===== src/rtl/congestion_window_controller_top_defines.svh =====
// Assertion macros for the congestion window controller.
// Used by the top level; no other dependencies.
`ifndef CONGESTION_WINDOW_CONTROLLER_TOP_DEFINES_SVH
`define CONGESTION_WINDOW_CONTROLLER_TOP_DEFINES_SVH

`ifndef SYNTHESIS
// checked only out of reset
`define CWC_ASSERT(label, prop) \
  label: assert property (@(posedge clk) disable iff (!rst_n) (prop)) \
    else $error("cwc assertion failed");
// checked on every edge, reset included
`define CWC_ASSERT_ALWAYS(label, prop) \
  label: assert property (@(posedge clk) (prop)) \
    else $error("cwc assertion failed");
`else
`define CWC_ASSERT(label, prop)
`define CWC_ASSERT_ALWAYS(label, prop)
`endif

`endif


===== src/rtl/cwc_pkg.sv =====
// Shared types and codes for the congestion window controller.
// No dependencies.
`default_nettype none
package cwc_pkg;

  localparam int unsigned WinW  = 16;
  localparam int unsigned CfgIdxW = 3;

  typedef logic [WinW-1:0] win_t;

  // opcodes
  localparam logic [1:0] OP_TICK    = 2'd0;
  localparam logic [1:0] OP_REPORT  = 2'd1;
  localparam logic [1:0] OP_RESTART = 2'd2;

  // report status
  localparam logic [1:0] ST_OK       = 2'd0;
  localparam logic [1:0] ST_OVERLOAD = 2'd1;
  localparam logic [1:0] ST_HEAVY    = 2'd2;

  // configuration register indexes
  localparam logic [CfgIdxW-1:0] CFG_INITIAL_WINDOW    = 3'd0;
  localparam logic [CfgIdxW-1:0] CFG_MAX_WINDOW        = 3'd1;
  localparam logic [CfgIdxW-1:0] CFG_SEGMENT_SIZE      = 3'd2;
  localparam logic [CfgIdxW-1:0] CFG_INITIAL_THRESHOLD = 3'd3;
  localparam logic [CfgIdxW-1:0] CFG_WINDOW_PERIOD     = 3'd4;

  // configuration as seen by the update logic (zero windows already mapped to one)
  typedef struct packed {
    win_t eff_init;
    win_t eff_max;
    win_t segment;
    win_t init_thr;
    win_t period;
  } cwc_cfg_t;

  typedef struct packed {
    win_t win;
    win_t thr;
    win_t ticks;
  } cwc_state_t;

endpackage
`default_nettype wire


===== src/rtl/cwc_cfg_regs.sv =====
// Configuration register file with effective-value decode.
// Depends on cwc_pkg.
`default_nettype none
module cwc_cfg_regs
  import cwc_pkg::*;
(
  input  wire logic               clk,
  input  wire logic               rst_n,
  input  wire logic               cfg_we,
  input  wire logic [CfgIdxW-1:0] cfg_index,
  input  wire logic [WinW-1:0]    cfg_wdata,
  output cwc_cfg_t                cfg
);

  win_t init_win_r, max_win_r, segment_r, init_thr_r, period_r;

  always_ff @(posedge clk) begin
    if (!rst_n) begin
      init_win_r <= win_t'(1);
      max_win_r  <= '1;
      segment_r  <= win_t'(1);
      init_thr_r <= '0;
      period_r   <= win_t'(16);
    end else if (cfg_we) begin
      case (cfg_index)
        CFG_INITIAL_WINDOW:    init_win_r <= cfg_wdata;
        CFG_MAX_WINDOW:        max_win_r  <= cfg_wdata;
        CFG_SEGMENT_SIZE:      segment_r  <= cfg_wdata;
        CFG_INITIAL_THRESHOLD: init_thr_r <= cfg_wdata;
        CFG_WINDOW_PERIOD:     period_r   <= cfg_wdata;
        default: ;
      endcase
    end
  end

  always_comb begin
    cfg.eff_init = (init_win_r == '0) ? win_t'(1) : init_win_r;
    cfg.eff_max  = (max_win_r == '0) ? win_t'(1) : max_win_r;
    cfg.segment  = segment_r;
    cfg.init_thr = init_thr_r;
    cfg.period   = period_r;
  end

endmodule
`default_nettype wire


===== src/rtl/cwc_update.sv =====
// Next-state logic: window, threshold and period count for one word.
// Depends on cwc_pkg.
`default_nettype none
module cwc_update
  import cwc_pkg::*;
(
  input  wire logic [1:0] opcode,
  input  wire logic [1:0] report_status,
  input  cwc_state_t      cur,
  input  cwc_cfg_t        cfg,
  output cwc_state_t      nxt,
  output logic [1:0]      applied
);

  logic          full;
  logic [1:0]    st_eff;
  logic [WinW:0] grow_add, grow_dbl, thr_w, cand;
  win_t          half, rep_thr, rep_win;

  always_comb begin
    full     = (cur.ticks >= cfg.period);
    half     = cur.win >> 1;
    grow_add = {1'b0, cur.win} + {1'b0, cfg.segment};
    grow_dbl = {cur.win, 1'b0};
    thr_w    = {1'b0, cur.thr};

    st_eff = (report_status == 2'd3) ? ST_HEAVY : report_status;
    // sitting at the max for a full period forces overload
    if ((cur.win == cfg.eff_max) && full) st_eff = ST_OVERLOAD;

    rep_thr = cur.thr;
    case (st_eff)
      ST_OK: begin
        if (!full) cand = {1'b0, cur.win};
        else if (cur.win >= cur.thr) cand = grow_add;
        else cand = (grow_dbl > thr_w) ? thr_w : grow_dbl;
      end
      ST_OVERLOAD: begin
        rep_thr = half;
        cand    = {1'b0, half};
      end
      default: begin
        rep_thr = half;
        cand    = {1'b0, cfg.eff_init};
      end
    endcase

    // clamp; the initial window wins over the max
    if (cand > {1'b0, cfg.eff_max}) cand = {1'b0, cfg.eff_max};
    if (cand < {1'b0, cfg.eff_init}) cand = {1'b0, cfg.eff_init};
    rep_win = cand[WinW-1:0];

    nxt     = cur;
    applied = ST_OK;
    case (opcode)
      OP_TICK: begin
        if (cur.ticks != '1) nxt.ticks = cur.ticks + win_t'(1);
      end
      OP_REPORT: begin
        applied = st_eff;
        nxt.win = rep_win;
        nxt.thr = rep_thr;
        if (rep_win != cur.win) nxt.ticks = '0;
      end
      OP_RESTART: begin
        nxt.win   = cfg.eff_init;
        nxt.thr   = ((cfg.init_thr != '0) && (cfg.init_thr < cfg.eff_max)) ?
                    cfg.init_thr : cfg.eff_max;
        nxt.ticks = '0;
      end
      default: ;
    endcase
  end

endmodule
`default_nettype wire


===== src/rtl/congestion_window_controller_top.sv =====
// Path: a word taken into the input register is updated and its result loaded into the result register.
// Throughput: one word per cycle unless a stalled result holds it; the single update
// stage between the input and result registers closes the state loop.
// Input and result registers decouple the two channels, so a stalled result
// does not stop the next word from being taken into an empty input register.
// Reset (synchronous, rst_n low): window 1, threshold 65535, period count 0,
// configuration to its defaults, both channels empty.
`default_nettype none
`include "congestion_window_controller_top_defines.svh"
module congestion_window_controller_top
  import cwc_pkg::*;
(
  input  wire logic               clk,
  input  wire logic               rst_n,
  input  wire logic               cfg_we,
  input  wire logic [CfgIdxW-1:0] cfg_index,
  input  wire logic [WinW-1:0]    cfg_wdata,
  input  wire logic               in_valid,
  output logic                    in_ready,
  input  wire logic [1:0]         in_opcode,
  input  wire logic [1:0]         in_report_status,
  output logic                    out_valid,
  input  wire logic               out_ready,
  output logic [WinW-1:0]         out_window,
  output logic [WinW-1:0]         out_threshold,
  output logic [1:0]              out_applied_status,
  output logic                    out_congested,
  output logic [WinW-1:0]         out_previous_window
);

  cwc_cfg_t   cfg;
  cwc_state_t state_r, state_nxt;
  logic [1:0] applied;

  logic       in_valid_r;
  logic [1:0] opcode_r, status_r;
  logic       out_valid_r;
  win_t       out_win_r, out_thr_r, out_prev_r;
  logic [1:0] out_applied_r;
  logic       advance, fire;

  cwc_cfg_regs u_cfg (
    .clk       (clk),
    .rst_n     (rst_n),
    .cfg_we    (cfg_we),
    .cfg_index (cfg_index),
    .cfg_wdata (cfg_wdata),
    .cfg       (cfg)
  );

  cwc_update u_update (
    .opcode        (opcode_r),
    .report_status (status_r),
    .cur           (state_r),
    .cfg           (cfg),
    .nxt           (state_nxt),
    .applied       (applied)
  );

  assign advance  = !out_valid_r || out_ready;
  assign fire     = in_valid_r && advance;
  assign in_ready = !in_valid_r || advance;

  // input register
  always_ff @(posedge clk) begin
    if (!rst_n) begin
      in_valid_r <= 1'b0;
    end else if (in_ready) begin
      in_valid_r <= in_valid;
    end
  end

  always_ff @(posedge clk) begin
    if (in_valid && in_ready) begin
      opcode_r <= in_opcode;
      status_r <= in_report_status;
    end
  end

  // controller state
  always_ff @(posedge clk) begin
    if (!rst_n) begin
      state_r.win   <= win_t'(1);
      state_r.thr   <= '1;
      state_r.ticks <= '0;
    end else if (fire) begin
      state_r <= state_nxt;
    end
  end

  // result register
  always_ff @(posedge clk) begin
    if (!rst_n) begin
      out_valid_r <= 1'b0;
    end else if (advance) begin
      out_valid_r <= in_valid_r;
    end
  end

  always_ff @(posedge clk) begin
    if (fire) begin
      out_win_r     <= state_nxt.win;
      out_thr_r     <= state_nxt.thr;
      out_applied_r <= applied;
      out_prev_r    <= state_r.win;
    end
  end

  assign out_valid           = out_valid_r;
  assign out_window          = out_win_r;
  assign out_threshold       = out_thr_r;
  assign out_applied_status  = out_applied_r;
  assign out_congested       = (out_applied_r != ST_OK);
  assign out_previous_window = out_prev_r;

  `CWC_ASSERT(a_win_nonzero, state_r.win != '0)
  `CWC_ASSERT(a_room_means_ready, !out_valid_r |-> in_ready)
  `CWC_ASSERT(a_change_clears_ticks, (fire && (state_nxt.win != state_r.win)) |=> (state_r.ticks == '0))
  `CWC_ASSERT(a_restart_thr_bound, (fire && (opcode_r == OP_RESTART)) |=> (state_r.thr <= cfg.eff_max))
  `CWC_ASSERT_ALWAYS(a_reset_empties, !rst_n |=> (!out_valid_r && !in_valid_r))

endmodule
`default_nettype wire


===== config.mk =====
export PLATFORM = sky130hd
export DESIGN_NAME = congestion_window_controller_top
export DESIGN_NICKNAME = d
export VERILOG_FILES = /design/src/rtl/cwc_pkg.sv /design/src/rtl/cwc_cfg_regs.sv /design/src/rtl/cwc_update.sv /design/src/rtl/congestion_window_controller_top.sv
export VERILOG_INCLUDE_DIRS = /design/src /design/src/rtl
export SDC_FILE = /design/constraint.sdc
export NUM_CORES = 1
export LEC_CHECK = 0
export ABC_CLOCK_PERIOD_IN_PS = 13300
export BUFFER_PORTS_ARGS = -buffer_cell sky130_fd_sc_hd__buf_2
export CAP_MARGIN = 10
export CELL_PAD_IN_SITES_DETAIL_PLACEMENT = 2
export CELL_PAD_IN_SITES_GLOBAL_PLACEMENT = 2
export CORE_MARGIN = 8
export CORE_UTILIZATION = 42
export CTS_BUF_LIST = sky130_fd_sc_hd__clkbuf_2
export DETAILED_ROUTE_END_ITERATION = 12
export GPL_TIMING_DRIVEN = 0
export HOLD_SLACK_MARGIN = 0.05
export PLACE_DENSITY_LB_ADDON = 0.1
export SLEW_MARGIN = 20
export SYNTH_ARGS = -nofsm -noshare
export SYNTH_HDL_FRONTEND = slang
export SYNTH_SLANG_ARGS = --single-unit

===== constraint.sdc =====
create_clock -name clk -period 13.3 [get_ports clk]
set_input_delay 2.66 -clock clk [delete_from_list [all_inputs] [get_ports clk]]
set_output_delay 2.66 -clock clk [all_outputs]
set_load 0.01 [all_outputs]

# After elaboration in Yosys (flattened, before gate mapping)
# Cells that the tools add are included.
# W data, S select, Z words.
[word_totals]
regBits = 184
latchBits = 0
mem_bits_rw = 0
romBits = 0
out_inout_bits = 53
mem_count = 0
[op_classes]
n_addsub = 2
multipliers = 0
div = 0
n_lt_le_gt_ge = 6
n_eq_ne = 13
shift = 0
mux = 16
bitwise = 0
n_reduce_logical = 22
[ops]
columns = ["operator", "n"]
rows = [
  ["$mux W16", 7],
  ["$mux W17", 4],
  ["$pmux W32 S2", 1],
  ["$pmux W16 S3", 1],
  ["$gt A17 B16 Y1", 2],
  ["$pmux W17 S2", 1],
  ["$ge A16 B16 Y1", 2],
  ["$logic_not A16 Y1", 2],
  ["$add A16 B16 Y17", 1],
  ["$lt A17 B16 Y1", 1],
  ["$add A16 B1 Y16 const B", 1],
  ["$eq A16 B16 Y1", 1],
  ["$lt A16 B16 Y1", 1],
  ["$ne A16 B16 Y1", 1],
  ["$ne A16 B16 Y1 const B", 1],
  ["$reduce_bool A16 Y1", 1],
  ["$reduce_and A2 Y1", 5],
  ["$eq A3 B2 Y1 const B", 2],
  ["$eq A2 B1 Y1 const B", 2],
  ["$eq A2 B2 Y1 const B", 2],
  ["$logic_and A1 B1 Y1", 4],
  ["$logic_not A2 Y1", 2],
  ["$mux W2", 2],
  ["$ne A2 B1 Y1 const B", 2],
  ["other kinds (8)", 10],
]

# Depth between registers and ports, before layout
[logic_depth]
ltp_word = 14
ltp_mapped = 41

# Modules after synthesis
# A second synthesis with hierarchy kept.
[hier_totals]
hier_cells = 1621
area_unflattened_um2 = 13324.0
[modules_own_cells]
columns = ["mod", "n_inst", "cells_per_inst", "area_each_um2"]
rows = [
  ["cwc_update", 1, 965, 6555.0],
  ["congestion_window_controller_top", 1, 276, 3688.5],
  ["cwc_cfg_regs", 1, 380, 3080.5],
]

# Least setup slack after synthesis
# Ideal clock, no wire load.
[synth_timing]
kind = "register -> register"
start = "register state_r[0] in the netlist's numbering"
end = "register state_r[2] in the netlist's numbering"
setup_ns = 0.117
t_arrival_ns = 7.916
required_time_ns = 13.183
setup_slack_ns = 5.266
stages_incl_launch_ff = 40
n_path_buf = 7
synth_period_minus_slack_ns = 8.034
path_cell_list = "dfxtp_1 > inv_1 > ha_1 > nand2b_1 > a2111oi_0 > nor4b_1 > and3b_1 > clkbuf_1 > o22ai_1 > clkbuf_1 > a22o_1 > a21oi_1 > nand2_1 > ha_1 > a21o_1 > a21o_1 > a2111oi_0 > o211ai_1 > [... 4 more ...] > clkbuf_1 > mux2_2 > ha_1 > a21o_1 > a21oi_1 > o21ai_0 > a31oi_1 > nand3_1 > o41a_2 > nand2_1 > buf_4 > nor3_1 > or4_4 > nor4_4 > nand4_2 > nand2_2 > buf_6 > o2bb2ai_1"
[synth_via]
elab_chain_cells = 12
[synth_lines]
columns = ["item", "line_no", "text"]
rows = [
  ["start: declaration", "congestion_window_controller_top.sv:32", "cwc_state_t state_r, state_nxt;"],
  ["start signal: assignment", "congestion_window_controller_top.sv:87", "state_r <= state_nxt;"],
  ["$ge A16 B16 Y1", "cwc_update.sv:21", "full = (cur.ticks >= cfg.period);"],
  ["$logic_and A1 B1 Y1", "cwc_update.sv:29", "if ((cur.win == cfg.eff_max) && full) st_eff = ST_OVERLOAD;"],
  ["$mux W2", "cwc_update.sv:29", ""],
  ["$eq A2 B1 Y1 or $logic_not A2 Y1 (tied branches)", "cwc_update.sv:32", "case (st_eff)"],
  ["$pmux W17 S2", "cwc_update.sv:32", ""],
  ["$gt A17 B16 Y1", "cwc_update.sv:49", "if (cand > {1'b0, cfg.eff_max}) cand = {1'b0, cfg.eff_max};"],
  ["$mux W17", "cwc_update.sv:49", ""],
  ["$lt A17 B16 Y1", "cwc_update.sv:50", "if (cand < {1'b0, cfg.eff_init}) cand = {1'b0, cfg.eff_init};"],
  ["$mux W16", "cwc_update.sv:50", ""],
  ["$ne A16 B16 Y1", "cwc_update.sv:63", "if (rep_win != cur.win) nxt.ticks = '0;"],
  ["$ne A2 B1 Y1 (no line)", "--", ""],
  ["$reduce_and A4 Y1 (no line)", "--", ""],
]
# Parallel ways exist; a longest one is shown, timed or not. The select of a mux whose other input is x is not followed.
# A chain may end at the register's enable or synchronous reset.

# Worst setup path in the final report
[layout_timing]
start = "register state_r[32] in the netlist's numbering"
end = "register state_r[13] in the netlist's numbering"
[layout_via]
elab_chain_cells = 12
[layout_lines]
columns = ["item", "line_no", "text"]
rows = [
  ["$gt A17 B16 Y1 or $eq A16 B16 Y1 (tied branches)", "cwc_update.sv:36, cwc_update.sv:29", ""],
  ["$mux W17 or $logic_and A1 B1 Y1 (tied branches)", "cwc_update.sv:36, cwc_update.sv:29", ""],
  ["$mux W17 or $mux W2 (tied branches)", "cwc_update.sv:35, cwc_update.sv:29", ""],
  ["$mux W17 (tied with other cells)", "cwc_update.sv:34", "if (!full) cand = {1'b0, cur.win};"],
  ["$pmux W17 S2", "cwc_update.sv:32", ""],
  ["$gt A17 B16 Y1", "cwc_update.sv:49", ""],
  ["$mux W17", "cwc_update.sv:49", ""],
  ["$lt A17 B16 Y1", "cwc_update.sv:50", ""],
  ["$mux W16", "cwc_update.sv:50", ""],
  ["$ne A16 B16 Y1 (*)", "cwc_update.sv:63", ""],
  ["$ne A2 B1 Y1 (no line) (*)", "--", ""],
  ["$reduce_and A4 Y1 (no line) (*)", "--", ""],
]
# Every way passes the cells marked *; elsewhere a longest branch is shown, timed or not.

==> run_summary.xml <==
<?xml version="1.0" encoding="UTF-8"?>
<metrics>
  <group name="place">
    <metric name="numPortBuffers" unit="">79</metric>
    <metric name="place_hpwl" unit="µm">46200</metric>
    <metric name="pre_cts_ws" unit="ns">2.16</metric>
    <metric name="place_area" unit="mm²">0.0136</metric>
    <metric name="finalWeightedCongestion" unit="">1.00</metric>
    <metric name="dp_cells" unit="">1991</metric>
  </group>
  <group name="final_layout">
    <metric name="nFillCells" unit="">3434</metric>
    <metric name="layout_common_cells" unit="">sky130_fd_sc_hd__nand2_1 (251), sky130_fd_sc_hd__dfxtp_1 (130), sky130_fd_sc_hd__ha_1 (114)</metric>
    <metric name="stdcell_area" unit="mm²">0.0138</metric>
    <metric name="finish.net_count" unit="">1763</metric>
    <metric name="layout-drive-gt1-share" unit="%">9.37</metric>
    <metric name="area_delta_synth_final" unit="%">8.94</metric>
    <metric name="mostFrequentLayoutCell" unit="">sky130_fd_sc_hd__nand2_1</metric>
    <metric name="layoutNonFillerInstCount" unit="">2024</metric>
  </group>
  <group name="setup_path">
    <metric name="cp_slowest_stage_delay" unit="ns">0.92</metric>
    <metric name="crit_path_start_kind" unit="">flip-flop</metric>
    <metric name="critPathMaxFanout" unit="">10</metric>
    <metric name="worst_setup_end_kind" unit="">flip-flop</metric>
    <metric name="critical_path.slowest_cell" unit="">sky130_fd_sc_hd__dfxtp_1</metric>
    <metric name="worst-setup-path-type" unit="">reg2reg</metric>
    <metric name="cp_data_required_time" unit="ns">14.08</metric>
    <metric name="signal_arrival_time_at_the_worst_endpoint" unit="ns">12.31</metric>
  </group>
  <group name="clocking">
    <metric name="holdBufCountCts" unit="">0</metric>
    <metric name="cts_max_path_buffers" unit="">2</metric>
    <metric name="cts_htree_levels" unit="">4</metric>
    <metric name="cts_setup_buffers" unit="">0</metric>
    <metric name="number_of_buffers_inserted_during_clock_tree_synthesis" unit="">17</metric>
    <metric name="cts_root_buf" unit="">sky130_fd_sc_hd__clkbuf_2</metric>
    <metric name="clkSlewWorstSetupHoldPaths" unit="ns">0.30</metric>
    <metric name="tritoncts" unit="">yes</metric>
    <metric name="clk-insertion-delay-late" unit="ns">0.88</metric>
    <metric name="clock_sink_count" unit="">184</metric>
    <metric name="post_cts_resized" unit="">0</metric>
  </group>
  <group name="timing">
    <metric name="maxSlewViolCount" unit="">0</metric>
    <metric name="setup_viol_count_final" unit="">0</metric>
    <metric name="worst_slew_margin_rel" unit="%">24.9</metric>
    <metric name="layout_setup_ws" unit="ns">1.77</metric>
    <metric name="setup_tns" unit="ns">0</metric>
    <metric name="report.final.hold_viol_count" unit="">0</metric>
    <metric name="timing_worst_slew_pin_value" unit="ns">1.12</metric>
    <metric name="clock.fmax" unit="MHz">86.7</metric>
    <metric name="min_period_over_period" unit="%">86.7</metric>
    <metric name="fin_crit" unit="ns">11.53</metric>
    <metric name="finalClockSkew" unit="ns">0.0564</metric>
    <metric name="grt_setup_unrepaired" unit="">false</metric>
  </group>
  <group name="drt">
    <metric name="met1_length" unit="µm">25100</metric>
    <metric name="drc_violation_total_after_the_first_tritonroute_iteration" unit="">883</metric>
    <metric name="detail-route-antenna-nets" unit="">0</metric>
    <metric name="dr_wl_met3" unit="µm">3590</metric>
    <metric name="routed_wirelength" unit="µm">58200</metric>
    <metric name="met2WireLength" unit="µm">26500</metric>
    <metric name="vias_per_cell" unit="">6.33</metric>
    <metric name="dr_total_vias" unit="">12809</metric>
    <metric name="drc" unit="">0</metric>
    <metric name="drt_pre_antenna_iters" unit="">6</metric>
    <metric name="highest-signal-layer" unit="">met5</metric>
    <metric name="drt-wirelength-per-cell" unit="µm">28.8</metric>
  </group>
  <group name="logic_synthesis">
    <metric name="number_of_cells_produced_by_synthesis" unit="">1521</metric>
    <metric name="netlist-cell-type-count" unit="">83</metric>
    <metric name="synthesis.area_per_instance" unit="µm²">8.36</metric>
    <metric name="synth_area_leader_cell" unit="">sky130_fd_sc_hd__dfxtp_1</metric>
    <metric name="asyncSetResetFlopFracSynth" unit="%">0</metric>
    <metric name="postSynthNetCount" unit="">1664</metric>
    <metric name="post_synth_main_area_contributors" unit="">sky130_fd_sc_hd__dfxtp_1 (20%), sky130_fd_sc_hd__edfxtp_1 (13%), sky130_fd_sc_hd__ha_1 (11%)</metric>
    <metric name="synth_enable_flop_cells" unit="">54</metric>
    <metric name="ys_ff_latch" unit="">184</metric>
    <metric name="ys_dominant_reg_cell" unit="">sky130_fd_sc_hd__dfxtp_1</metric>
    <metric name="warnings_from_yosys" unit="">0</metric>
    <metric name="synth_sequential_area_ratio" unit="%">33.2</metric>
    <metric name="syn_area" unit="mm²">0.0127</metric>
    <metric name="top_area_cell_type_share_of_the_netlist_area" unit="%">20.5</metric>
  </group>
  <group name="die">
    <metric name="placement_rows" unit="">63</metric>
    <metric name="die_h" unit="µm">190</metric>
    <metric name="dieArea" unit="mm²">0.0361</metric>
    <metric name="floorplan.initialDensity" unit="%">42.8</metric>
    <metric name="die-width" unit="µm">190</metric>
    <metric name="core_region_area" unit="mm²">0.0297</metric>
    <metric name="io-pin-count" unit="">81</metric>
  </group>
  <group name="run">
    <metric name="drv_cap" unit="">0</metric>
  </group>
  <group name="pwr">
    <metric name="p_per_area" unit="mW/mm²">91.0</metric>
    <metric name="cellLeakagePower" unit="nW">5.89</metric>
    <metric name="vdd_drop_max" unit="µV">44.9</metric>
    <metric name="report.power.total" unit="mW">1.26</metric>
  </group>
  <group name="status">
    <metric name="outcome" unit="">complete, no violations</metric>
  </group>
  <group name="global_routing">
    <metric name="grt_pass1_wl" unit="µm">86400</metric>
    <metric name="first_global_vias" unit="">13722</metric>
    <metric name="global_route.overflow_total" unit="">0</metric>
    <metric name="initial_antenna_violation_count" unit="">3</metric>
    <metric name="globalRouteTotalUtil" unit="%">31.9</metric>
    <metric name="grt_max_degree" unit="">37</metric>
  </group>
  <group name="worst_hold_path">
    <metric name="worst_hold_path_type" unit="">reg2reg</metric>
  </group>
</metrics>
## synthesized netlist by cell type, types with 4 or more instances
library cell / instances
sky130_fd_sc_hd__o211ai_1: 36
sky130_fd_sc_hd__and3_1: 23
sky130_fd_sc_hd__a21o_1: 32
sky130_fd_sc_hd__o2bb2ai_1: 15
sky130_fd_sc_hd__a21boi_0: 83
sky130_fd_sc_hd__nor2b_1: 24
sky130_fd_sc_hd__buf_2: 7
sky130_fd_sc_hd__a31oi_1: 8
sky130_fd_sc_hd__and2_1: 16
sky130_fd_sc_hd__mux2_2: 4
sky130_fd_sc_hd__edfxtp_1: 54
sky130_fd_sc_hd__a21oi_1: 67
sky130_fd_sc_hd__a211oi_1: 15
sky130_fd_sc_hd__nand3_1: 43
sky130_fd_sc_hd__inv_1: 79
sky130_fd_sc_hd__nor3_1: 22
sky130_fd_sc_hd__a211o_1: 5
sky130_fd_sc_hd__nand4_1: 12
sky130_fd_sc_hd__dfxtp_1: 130
sky130_fd_sc_hd__ha_1: 114
sky130_fd_sc_hd__nand2b_1: 8
sky130_fd_sc_hd__a21boi_2: 5
sky130_fd_sc_hd__xor2_1: 15
sky130_fd_sc_hd__a41oi_1: 4
sky130_fd_sc_hd__o21ai_0: 47
sky130_fd_sc_hd__mux2i_1: 34
sky130_fd_sc_hd__nor2_1: 93
sky130_fd_sc_hd__nor4_1: 13
sky130_fd_sc_hd__nand3b_1: 4
sky130_fd_sc_hd__o21a_1: 12
sky130_fd_sc_hd__buf_1: 5
sky130_fd_sc_hd__a221oi_1: 6
sky130_fd_sc_hd__a22o_1: 24
sky130_fd_sc_hd__xnor2_1: 23
sky130_fd_sc_hd__clkbuf_1: 75
sky130_fd_sc_hd__nand2_1: 251
sky130_fd_sc_hd__a22oi_1: 40
sky130_fd_sc_hd__a21boi_1: 4
## kinds of logic after synthesis
family / synth area share, %
flops: 33.2
mux: 3.15
xor+xnor: 2.62
buf+inv: 5.33
compound gates: 24.8
fa+ha+maj: 11.4
simple gates: 19.5
## critical path, delay by kind of cell (launching register included)
| kind | cells | cell delay (ns) |
|---|---|---|
| adder cells (fa/ha/maj) | 3 | 0.97 |
| AND/OR/NAND/NOR | 10 | 2.11 |
| flip-flops | 1 | 0.92 |
| buffers and inverters | 6 | 2.07 |
| AO/OA/AOI/OAI | 18 | 5.34 |
## state kept, by name, summed over array words and instances (netlist names)
register / cells
out_window: 16
out_valid: 1
opcode_r: 2
in_valid_r: 1
u_cfg.init_win_r: 16
status_r: 2
out_previous_window: 16
state_r: 48
u_cfg.max_win_r: 16
u_cfg.segment_r: 16
out_applied_status: 2
u_cfg.period_r: 16
out_threshold: 16
u_cfg.init_thr_r: 16
## area by class of cell
cell class | instances | area, µm² | area share (%)
clock buffers | 18 | 90.1 | 0.651
inverters | 79 | 297 | 2.14
clock inverters | 14 | 134 | 0.967
diodes | 1 | 2.50 | 0.0181
repair buffers | 80 | 415 | 3.00
plain buffers | 92 | 382 | 2.76
multi-input cells | 1166 | 7820 | 56.4
flip-flops and latches | 184 | 4220 | 30.5
well taps | 390 | 488 | 3.52
## power by group
group	total [mW]	internal (mW)	switching, mW	leakage (nW)
combinational	0.318	0.107	0.211	4.18
clock	0.308	0.0743	0.234	0.140
sequential	0.634	0.605	0.0291	1.57
## per-stage QoR
step,util (%),hold slack (ns)
global route,46.6,0.521
detailed placement,45.8,0.466
finish,46.6,0.490
CTS,46.6,0.493
floorplan,-,0.443
global placement,45.7,0.459
## routing by layer
metal  track usage [%]  vias up
met4              16.1        2
met1              40.7     6489
met3              4.74      150
met2              51.8      489
met5                 0        -
li1                  -     5679
## path summary, 6_finish.rpt
kind	startpoint	endpoint	slack, ns	depth (start not counted)
min reg2reg	u_cfg.period_r[1]	u_cfg.period_r[1]	0.49	2
max reg2reg	state_r[32]	state_r[13]	1.77	37
min	u_cfg.period_r[1]	u_cfg.period_r[1]	0.49	2
max	state_r[32]	state_r[13]	1.77	37
Power figures use the tool's default switching activity.
